$ cat src/sv/pba_pkg.sv
// ----------------------------------------------------------------------------
// pba_pkg
// Shared types and constants for the slot bitmap identifier allocator.
// ----------------------------------------------------------------------------
package pba_pkg;

    localparam int MAP_SIZE_DEF = 64;
    localparam int ROW_W        = 16;
    localparam int BIT_W        = 4;
    localparam int REL_W        = 6;
    localparam int IDX_W        = 6;
    localparam int ID_W         = 16;
    localparam int ID_BASE_W    = 15;

    localparam logic [ID_BASE_W-1:0] ID_BASE_RST = 15'd300;

    typedef enum logic [1:0] {
        ST_ALLOC = 2'd0,
        ST_NONE  = 2'd1,
        ST_FREED = 2'd2,
        ST_NOREL = 2'd3
    } t_status;

    typedef enum logic {
        CMD_ALLOC   = 1'b0,
        CMD_RELEASE = 1'b1
    } t_cmd;

endpackage

$ cat src/sv/pba_if.sv
// ----------------------------------------------------------------------------
// pba_req_if / pba_res_if
// Request and result channels of the allocator, valid/ready handshake.
// ----------------------------------------------------------------------------
interface pba_req_if;
    import pba_pkg::*;

    logic             valid;
    logic             ready;
    logic             cmd;
    logic             holds_slot;
    logic [REL_W-1:0] release_slot;

    modport source (output valid, cmd, holds_slot, release_slot, input ready);
    modport sink   (input valid, cmd, holds_slot, release_slot, output ready);
endinterface

interface pba_res_if;
    import pba_pkg::*;

    logic            valid;
    logic            ready;
    t_status         status;
    logic [IDX_W-1:0] slot_index;
    logic [ID_W-1:0]  id_value;

    modport source (output valid, status, slot_index, id_value, input ready);
    modport sink   (input valid, status, slot_index, id_value, output ready);
endinterface

$ cat src/sv/pid_bitmap_allocator.sv
// ----------------------------------------------------------------------------
// pid_bitmap_allocator
// Identifier allocator over a bitmap of slots held in a row-organised memory.
// ----------------------------------------------------------------------------
// Each request word on i_req gives exactly one result word on o_res. An
// allocate request scans every row of the bitmap memory, one row a cycle,
// then, unless the map is full, reads the chosen row again and writes it
// back with the slot set. A release request reads the named row once and
// writes it back cleared if the slot is held and set. There are ROWS rows,
// MAP_SIZE / 16 rounded up. One request is worked on at a time, and the
// bitmap memory has a registered read port.
// The result sits in an output register, so the next request is accepted
// while a result waits; a stalled receiver holds the block only once the
// following result is ready to be presented.
// Reset is synchronous, frees every slot at once through per-row valid flags
// and leaves the block ready. i_cfg_we writes the identifier base (resets
// to 300), to be used only while idle; the user, not the block, sees to it.
// ----------------------------------------------------------------------------
module pid_bitmap_allocator #(
    parameter int MAP_SIZE = pba_pkg::MAP_SIZE_DEF
) (
    input  logic                          i_clk,
    input  logic                          i_rst_n,
    pba_req_if.sink                       i_req,
    pba_res_if.source                     o_res,
    input  logic                          i_cfg_we,
    input  logic [pba_pkg::ID_BASE_W-1:0] i_cfg_data
);
    import pba_pkg::*;

    localparam int ROWS      = (MAP_SIZE + ROW_W - 1) / ROW_W;
    localparam int ROW_AW    = (ROWS > 1) ? $clog2(ROWS) : 1;
    localparam int MEM_DEPTH = 1 << ROW_AW;
    localparam int FULL_W    = ROW_AW + BIT_W;
    localparam int TOP_SLOT  = MAP_SIZE - 1;

    localparam logic [ROW_AW-1:0] LAST_ROW = ROW_AW'(ROWS - 1);
    localparam logic [ROW_AW-1:0] TOP_ROW  = ROW_AW'(TOP_SLOT / ROW_W);
    localparam logic [BIT_W-1:0]  TOP_BIT  = BIT_W'(TOP_SLOT % ROW_W);
    localparam logic [FULL_W:0]   SIZE_EXT = (FULL_W + 1)'(MAP_SIZE);

    typedef enum logic [4:0] {
        S_IDLE   = 5'b00001,
        S_SCAN   = 5'b00010,
        S_DECIDE = 5'b00100,
        S_MOD    = 5'b01000,
        S_DONE   = 5'b10000
    } t_state;

    logic [ROW_W-1:0] r_mem [MEM_DEPTH];
    logic [MEM_DEPTH-1:0] r_row_vld;
    logic [ROW_W-1:0] r_rd_data;
    logic             r_rd_vld;

    t_state              r_state, n_state;
    logic [ROW_AW-1:0]   r_row, n_row;
    logic                r_cmd, n_cmd;
    logic                r_fail, n_fail;
    logic [FULL_W-1:0]   r_target, n_target;
    logic                r_hi_found, n_hi_found;
    logic [FULL_W-1:0]   r_hi_idx, n_hi_idx;
    logic                r_lo_found, n_lo_found;
    logic [FULL_W-1:0]   r_lo_idx, n_lo_idx;
    logic                r_top_used, n_top_used;
    t_status             r_res_status, n_res_status;
    logic [ID_W-1:0]     r_res_slot, n_res_slot;
    logic                r_out_vld, n_out_vld;
    t_status             r_out_status, n_out_status;
    logic [IDX_W-1:0]    r_out_idx, n_out_idx;
    logic [ID_W-1:0]     r_out_id, n_out_id;
    logic [ID_BASE_W-1:0] r_id_base;

    logic              rd_en;
    logic [ROW_AW-1:0] rd_row;
    logic              wr_en;
    logic [ROW_AW-1:0] wr_row;
    logic [ROW_W-1:0]  wr_data;

    logic [ROW_W-1:0]  eff_row;
    logic [ROW_W-1:0]  slot_ok;
    logic [ROW_W-1:0]  free_bits;
    logic [BIT_W-1:0]  hi_bit;
    logic [BIT_W-1:0]  lo_bit;
    logic [ID_W-1:0]   rel_ext;
    logic [FULL_W-1:0] rel_full;
    logic              rel_in_range;
    logic [ROW_W-1:0]  tgt_mask;
    logic              out_free;

    assign eff_row  = r_rd_vld ? r_rd_data : '0;
    assign rel_ext  = ID_W'(i_req.release_slot);
    assign rel_full = rel_ext[FULL_W-1:0];
    assign rel_in_range = (rel_ext < ID_W'(MAP_SIZE));
    assign tgt_mask = ROW_W'(1) << r_target[BIT_W-1:0];
    assign out_free = !r_out_vld || o_res.ready;

    always_comb begin
        for (int b = 0; b < ROW_W; b++) begin
            slot_ok[b] = ({1'b0, r_row, BIT_W'(b)} < SIZE_EXT);
        end
        free_bits = ~eff_row & slot_ok;
        hi_bit = '0;
        for (int b = 0; b < ROW_W; b++) begin
            if (eff_row[b]) begin
                hi_bit = BIT_W'(b);
            end
        end
        lo_bit = '0;
        for (int b = ROW_W - 1; b >= 0; b--) begin
            if (free_bits[b]) begin
                lo_bit = BIT_W'(b);
            end
        end
    end

    always_comb begin
        n_state      = r_state;
        n_row        = r_row;
        n_cmd        = r_cmd;
        n_fail       = r_fail;
        n_target     = r_target;
        n_hi_found   = r_hi_found;
        n_hi_idx     = r_hi_idx;
        n_lo_found   = r_lo_found;
        n_lo_idx     = r_lo_idx;
        n_top_used   = r_top_used;
        n_res_status = r_res_status;
        n_res_slot   = r_res_slot;
        n_out_vld    = r_out_vld && !o_res.ready;
        n_out_status = r_out_status;
        n_out_idx    = r_out_idx;
        n_out_id     = r_out_id;
        rd_en        = 1'b0;
        rd_row       = r_row;
        wr_en        = 1'b0;
        wr_row       = r_target[FULL_W-1:BIT_W];
        wr_data      = eff_row;

        case (r_state)
            S_IDLE: begin
                if (i_req.valid) begin
                    n_cmd      = i_req.cmd;
                    n_hi_found = 1'b0;
                    n_lo_found = 1'b0;
                    n_top_used = 1'b0;
                    n_row      = '0;
                    rd_en      = 1'b1;
                    if (i_req.cmd == CMD_ALLOC) begin
                        rd_row  = '0;
                        n_fail  = 1'b0;
                        n_state = S_SCAN;
                    end else begin
                        rd_row   = rel_full[FULL_W-1:BIT_W];
                        n_target = rel_full;
                        n_fail   = !i_req.holds_slot || !rel_in_range;
                        n_state  = S_MOD;
                    end
                end
            end
            S_SCAN: begin
                if (|eff_row) begin
                    n_hi_found = 1'b1;
                    n_hi_idx   = {r_row, hi_bit};
                end
                if (!r_lo_found && |free_bits) begin
                    n_lo_found = 1'b1;
                    n_lo_idx   = {r_row, lo_bit};
                end
                if (r_row == TOP_ROW) begin
                    n_top_used = eff_row[TOP_BIT];
                end
                if (r_row == LAST_ROW) begin
                    n_state = S_DECIDE;
                end else begin
                    rd_en  = 1'b1;
                    rd_row = r_row + ROW_AW'(1);
                    n_row  = r_row + ROW_AW'(1);
                end
            end
            S_DECIDE: begin
                if (r_top_used) begin
                    n_target = r_lo_idx;
                    n_fail   = !r_lo_found;
                end else if (r_hi_found) begin
                    n_target = r_hi_idx + FULL_W'(1);
                end else begin
                    n_target = '0;
                end
                if (r_top_used && !r_lo_found) begin
                    n_res_status = ST_NONE;
                    n_res_slot   = '0;
                    n_state      = S_DONE;
                end else begin
                    rd_en   = 1'b1;
                    rd_row  = n_target[FULL_W-1:BIT_W];
                    n_state = S_MOD;
                end
            end
            S_MOD: begin
                n_res_slot = ID_W'(r_target);
                if (r_cmd == CMD_ALLOC) begin
                    wr_en        = 1'b1;
                    wr_data      = eff_row | tgt_mask;
                    n_res_status = ST_ALLOC;
                end else if (!r_fail && |(eff_row & tgt_mask)) begin
                    wr_en        = 1'b1;
                    wr_data      = eff_row & ~tgt_mask;
                    n_res_status = ST_FREED;
                end else begin
                    n_res_status = ST_NOREL;
                    n_res_slot   = '0;
                end
                n_state = S_DONE;
            end
            S_DONE: begin
                if (out_free) begin
                    n_out_vld    = 1'b1;
                    n_out_status = r_res_status;
                    n_out_idx    = r_res_slot[IDX_W-1:0];
                    if (r_res_status == ST_ALLOC || r_res_status == ST_FREED) begin
                        n_out_id = r_res_slot + ID_W'(r_id_base);
                    end else begin
                        n_out_id = '0;
                    end
                    n_state = S_IDLE;
                end
            end
            default: begin
                n_state = S_IDLE;
            end
        endcase
    end

    always_ff @(posedge i_clk) begin
        if (wr_en) begin
            r_mem[wr_row] <= wr_data;
        end
        if (rd_en) begin
            r_rd_data <= r_mem[rd_row];
            r_rd_vld  <= r_row_vld[rd_row];
        end
    end

    always_ff @(posedge i_clk) begin
        if (!i_rst_n) begin
            r_row_vld <= '0;
        end else if (wr_en) begin
            r_row_vld[wr_row] <= 1'b1;
        end
    end

    always_ff @(posedge i_clk) begin
        if (!i_rst_n) begin
            r_state   <= S_IDLE;
            r_out_vld <= 1'b0;
            r_id_base <= ID_BASE_RST;
        end else begin
            r_state   <= n_state;
            r_out_vld <= n_out_vld;
            if (i_cfg_we) begin
                r_id_base <= i_cfg_data;
            end
        end
    end

    always_ff @(posedge i_clk) begin
        r_row        <= n_row;
        r_cmd        <= n_cmd;
        r_fail       <= n_fail;
        r_target     <= n_target;
        r_hi_found   <= n_hi_found;
        r_hi_idx     <= n_hi_idx;
        r_lo_found   <= n_lo_found;
        r_lo_idx     <= n_lo_idx;
        r_top_used   <= n_top_used;
        r_res_status <= n_res_status;
        r_res_slot   <= n_res_slot;
        r_out_status <= n_out_status;
        r_out_idx    <= n_out_idx;
        r_out_id     <= n_out_id;
    end

    assign i_req.ready      = (r_state == S_IDLE);
    assign o_res.valid      = r_out_vld;
    assign o_res.status     = r_out_status;
    assign o_res.slot_index = r_out_idx;
    assign o_res.id_value   = r_out_id;

    a_accept_leaves_idle: assert property (@(posedge i_clk) disable iff (!i_rst_n)
        (i_req.valid && i_req.ready) |=> (r_state != S_IDLE))
        else $error("Accepted request did not start processing.");

    a_done_loads_output: assert property (@(posedge i_clk) disable iff (!i_rst_n)
        (r_state == S_DONE && out_free) |=> (r_out_vld && r_state == S_IDLE))
        else $error("Finished result was not moved to the output register.");

    a_scan_in_range: assert property (@(posedge i_clk) disable iff (!i_rst_n)
        (r_state == S_SCAN) |-> (r_row <= LAST_ROW))
        else $error("Row scan ran past the last row.");

    a_write_only_in_mod: assert property (@(posedge i_clk) disable iff (!i_rst_n)
        wr_en |-> (r_state == S_MOD && !rd_en))
        else $error("Bitmap write outside the modify step.");

    a_write_marks_row: assert property (@(posedge i_clk) disable iff (!i_rst_n)
        wr_en |=> r_row_vld[$past(wr_row)])
        else $error("Written row was not marked valid.");

endmodule

$ cat src/flat_wrapper.sv
// flat-port wrapper written by rule: the top's interface ports become plain ports
module pid_bitmap_allocator_flat import pba_pkg::*;
#(
    parameter int MAP_SIZE = pba_pkg::MAP_SIZE_DEF
)
  (i_clk, i_rst_n, i_cfg_we, i_cfg_data, i_req_valid, i_req_cmd, i_req_holds_slot, i_req_release_slot, i_req_ready, o_res_valid, o_res_status, o_res_slot_index, o_res_id_value, o_res_ready);
  pba_req_if i_req_i ();
  pba_res_if o_res_i ();
  input  logic i_clk;
  input  logic i_rst_n;
  input  logic i_cfg_we;
  input  logic [pba_pkg::ID_BASE_W-1:0] i_cfg_data;
  input wire logic [$bits(i_req_i.valid)-1:0] i_req_valid;
  input wire logic [$bits(i_req_i.cmd)-1:0] i_req_cmd;
  input wire logic [$bits(i_req_i.holds_slot)-1:0] i_req_holds_slot;
  input wire logic [$bits(i_req_i.release_slot)-1:0] i_req_release_slot;
  output wire logic [$bits(i_req_i.ready)-1:0] i_req_ready;
  output wire logic [$bits(o_res_i.valid)-1:0] o_res_valid;
  output wire logic [$bits(o_res_i.status)-1:0] o_res_status;
  output wire logic [$bits(o_res_i.slot_index)-1:0] o_res_slot_index;
  output wire logic [$bits(o_res_i.id_value)-1:0] o_res_id_value;
  input wire logic [$bits(o_res_i.ready)-1:0] o_res_ready;
  assign i_req_i.valid = i_req_valid;
  assign i_req_i.cmd = i_req_cmd;
  assign i_req_i.holds_slot = i_req_holds_slot;
  assign i_req_i.release_slot = i_req_release_slot;
  assign i_req_ready = i_req_i.ready;
  assign o_res_valid = o_res_i.valid;
  assign o_res_status = o_res_i.status;
  assign o_res_slot_index = o_res_i.slot_index;
  assign o_res_id_value = o_res_i.id_value;
  assign o_res_i.ready = o_res_ready;
  pid_bitmap_allocator #(.MAP_SIZE(MAP_SIZE)) u_core (.i_clk(i_clk), .i_rst_n(i_rst_n), .i_req(i_req_i), .o_res(o_res_i), .i_cfg_we(i_cfg_we), .i_cfg_data(i_cfg_data));
endmodule
$ cat config.mk
export PLATFORM = sky130hd
export DESIGN_NAME = pid_bitmap_allocator_flat
export DESIGN_NICKNAME = d
export VERILOG_FILES = /design/src/sv/pba_pkg.sv /design/src/sv/pba_if.sv /design/src/sv/pid_bitmap_allocator.sv /design/src/flat_wrapper.sv
export SDC_FILE = /design/constraint.sdc
export NUM_CORES = 1
export LEC_CHECK = 0
export ABC_CLOCK_PERIOD_IN_PS = 9300
export BUFFER_PORTS_ARGS = -buffer_cell sky130_fd_sc_hd__buf_2
export CORE_MARGIN = 1.5
export CORE_UTILIZATION = 30
export CTS_CLUSTER_SIZE = 30
export DETAILED_ROUTE_END_ITERATION = 12
export PLACE_DENSITY_LB_ADDON = 0.2
export SYNTH_ARGS = -nofsm -noshare
export SYNTH_HDL_FRONTEND = slang
export SYNTH_SLANG_ARGS = --single-unit
$ cat constraint.sdc
create_clock -name i_clk -period 9.3 [get_ports i_clk]
set_input_delay 1.86 -clock i_clk [delete_from_list [all_inputs] [get_ports i_clk]]
set_output_delay 1.86 -clock i_clk [all_outputs]
set_load 0.02 [all_outputs]
==> impl_metrics.json <==
{
  "outcome": "finished clean",
  "insertedDiodeCount": 0,
  "gp_congestion": 0.817,
  "layout.nets": 684,
  "cts.sinks": 163,
  "slew-limit-headroom_pct": 26.8,
  "mappedNetlistArea_mm2": 0.00768,
  "layout-drive-gt1-share_pct": 16.0,
  "area_delta_synth_final_pct": 14.1,
  "cts-root-buf": "clkbuf_16",
  "crit_chain": "nor2b_1, a22oi_1, o311ai_0, a21oi_2, o21ai_2, nor3b_4",
  "place_area_mm2": 0.00818,
  "via_per_inst": 5.00,
  "die-width_um": 163,
  "crit_type": "register to register",
  "drtPass1Iterations": 5,
  "grt_pass1_wl_um": 27900,
  "hold_buffers": 0,
  "worst_setup_path_start_kind": "register",
  "rsz0062_at_grt": "false",
  "post-route-drc-count": 0,
  "design_area_mm2": 0.00877,
  "port_buffers": 53,
  "period_minus_slack_ps": 3760,
  "post_cts.repair.setup_buffers": 0,
  "ys_warn_count": 0,
  "syn-num-nets": 641,
  "antenna_found_initial": 0,
  "synthCells": 605,
  "grt_overflow": 0,
  "yosys.area.top_type_share_pct": 53.9,
  "path_max_fanout": 16,
  "clockBufferDepth": 2,
  "syn_avg_cell_area_um2": 12.7,
  "max_stage_delay_ps": 980,
  "critical_path_required_ps": 9340,
  "initial_core_util_pct": 30.5,
  "numCtsBuffers": 17,
  "synth_common_cells": "edfxtp_1, mux2i_1, nor2_1",
  "synthTopCellsByArea": "edfxtp_1, mux2i_1, dfxtp_1, nor2_1, nor2b_1",
  "grt_pass1_vias": 4977,
  "yosysMostFrequentCell": "edfxtp_1",
  "fmax_mhz": 266,
  "worstMarginPinSlew_ps": 1100,
  "grt_usage_pct": 14.0,
  "hold_violations": 0,
  "powerDensity_mw_per_mm2": 193,
  "final.setup.tns_ps": 0,
  "maxSlewViolCount": 0,
  "p_leak_nw": 3.14,
  "synth_cell_type_count": 73,
  "setup_violations": 0,
  "hp-class": "register to register",
  "wirelength_um": 17800,
  "die_area_mm2": 0.0266,
  "ios": 54,
  "cts_tree": "built",
  "ir_drop_mv": 0.132,
  "fin_crit_sh_pct": 40.4,
  "chipHeight_um": 163,
  "synth_area_leader_cell": "edfxtp_1",
  "core_area_mm2": 0.0252,
  "cp-end-kind": "register",
  "cp_slowest_cell": "nor3b_4",
  "htreeDepth": 4,
  "arrival_ps": 3800,
  "dp_hpwl_um": 11700,
  "clk_pin_slew_worst_paths_ps": 70,
  "grt_max_degree": 35,
  "drt_iter0_drc": 332,
  "cts_resized": 0,
  "synthArstFlopShare_pct": 0,
  "synth_flop_cell": "edfxtp_1",
  "ant_nets": 0,
  "rows": 58,
  "synth_seq_cells": 163,
  "synth_seq_area_share_pct": 60.4,
  "wire_per_inst_um": 17.9,
  "vias": 4958,
  "clk_latency_ps": 440,
  "maxCapViolations": 0,
  "synth_edf_count": 138,
  "skew_ps": 20.4
}
-- final timing paths --
| check | from | end | slack (ps) | depth (start not counted) |
|---|---|---|---|---|
| worst max-delay path | u_core.r_target[0] | u_core.r_mem[0][5] | 5540 | 6 |
| worst min-delay path | u_core.r_res_status[1] | u_core.o_res.status[1] | 430 | 0 |
| worst max register to register | u_core.r_target[0] | u_core.r_mem[0][5] | 5540 | 6 |
| worst min register to register | u_core.r_res_status[1] | u_core.o_res.status[1] | 430 | 0 |
-- registers in the layout, indices dropped and copies added (netlist names), 4 cells and up --
register,flops
u_core.r_hi_idx,6
u_core.r_mem,64
u_core.r_target,6
u_core.r_row_vld,4
u_core.r_lo_idx,6
u_core.r_state,5
u_core.r_id_base,15
u_core.o_res.slot_index,6
u_core.r_rd_data,16
u_core.r_res_slot,6
u_core.o_res.id_value,16
-- per-layer routing --
metal	part of all wire (%)	GRT usage, %	routed length [um]	vias up
met4	1.5	4.67	265	0
met3	4.8	3.10	854	17
met1	47	18.8	8350	2436
met2	47	22.2	8320	134
met5	0	0	0	-
li1	-	-	-	2371
-- worst max-delay path, delay by kind of cell (launching register included) --
family          cells  cell delay (ps)
compound gates      4             1180
flops               1              610
simple gates        2             1560
-- metrics by stage --
step / total power [mW] / hold slack, ps / setup slack (ps) / utilization [%] / std cells
detailed placement: 1.02 / 411 / 5180 / 32.5 / 959
finish: 1.69 / 426 / 5540 / 34.8 / 991
CTS: 1.71 / 428 / 5530 / 34.8 / 991
global route: 1.76 / 445 / 5180 / 34.8 / 991
global placement: 1.01 / 413 / 5330 / 32.5 / 959
floorplan: 0.977 / 400 / 5960 / - / 605
-- where the power goes --
group	internal [mW]	switching (mW)
logic	0.0616	0.0861
clock network	0.360	0.332
registers	0.820	0.0333
total	1.24	0.451
-- area by class of cell --
class,instances,area (um^2)
Tap cell,330,413
Sequential cell,163,4640
Multi-Input combinational cell,392,2760
Inverter,17,66.3
Timing Repair Buffer,57,295
Clock inverter,15,161
Fill cell,2419,16400
Clock buffer,17,425
-- cell usage in the layout, fill, tap and decap left out, types with 5 or more instances in the layout --
| cell type | count |
|---|---|
| buf_2 | 53 |
| inv_8 | 5 |
| clkbuf_16 | 17 |
| a22oi_1 | 5 |
| o21ai_0 | 22 |
| inv_1 | 16 |
| xnor2_1 | 6 |
| dfxtp_1 | 25 |
| xor2_1 | 7 |
| nor2_1 | 43 |
| nand3_1 | 14 |
| nor2b_1 | 26 |
| and3b_1 | 6 |
| a211oi_1 | 5 |
| a41oi_1 | 8 |
| a21oi_1 | 16 |
| a32oi_1 | 9 |
| mux2i_1 | 68 |
| and2_1 | 10 |
| and3_1 | 11 |
| nor3_1 | 11 |
| edfxtp_1 | 138 |
| nand2b_1 | 6 |
| nand2_1 | 35 |
| ha_1 | 7 |
-- kinds of logic after synthesis --
family / synth area share [%]
AOI/OAI and AO/OA: 10.6
and+or+nand+nor: 12.8
adders and majority gates: 1.40
DFF: 60.4
muxes: 9.44
buffers and inverters: 3.81
xor gates and xnor gates: 1.48
(Power assumes the default switching activity.)
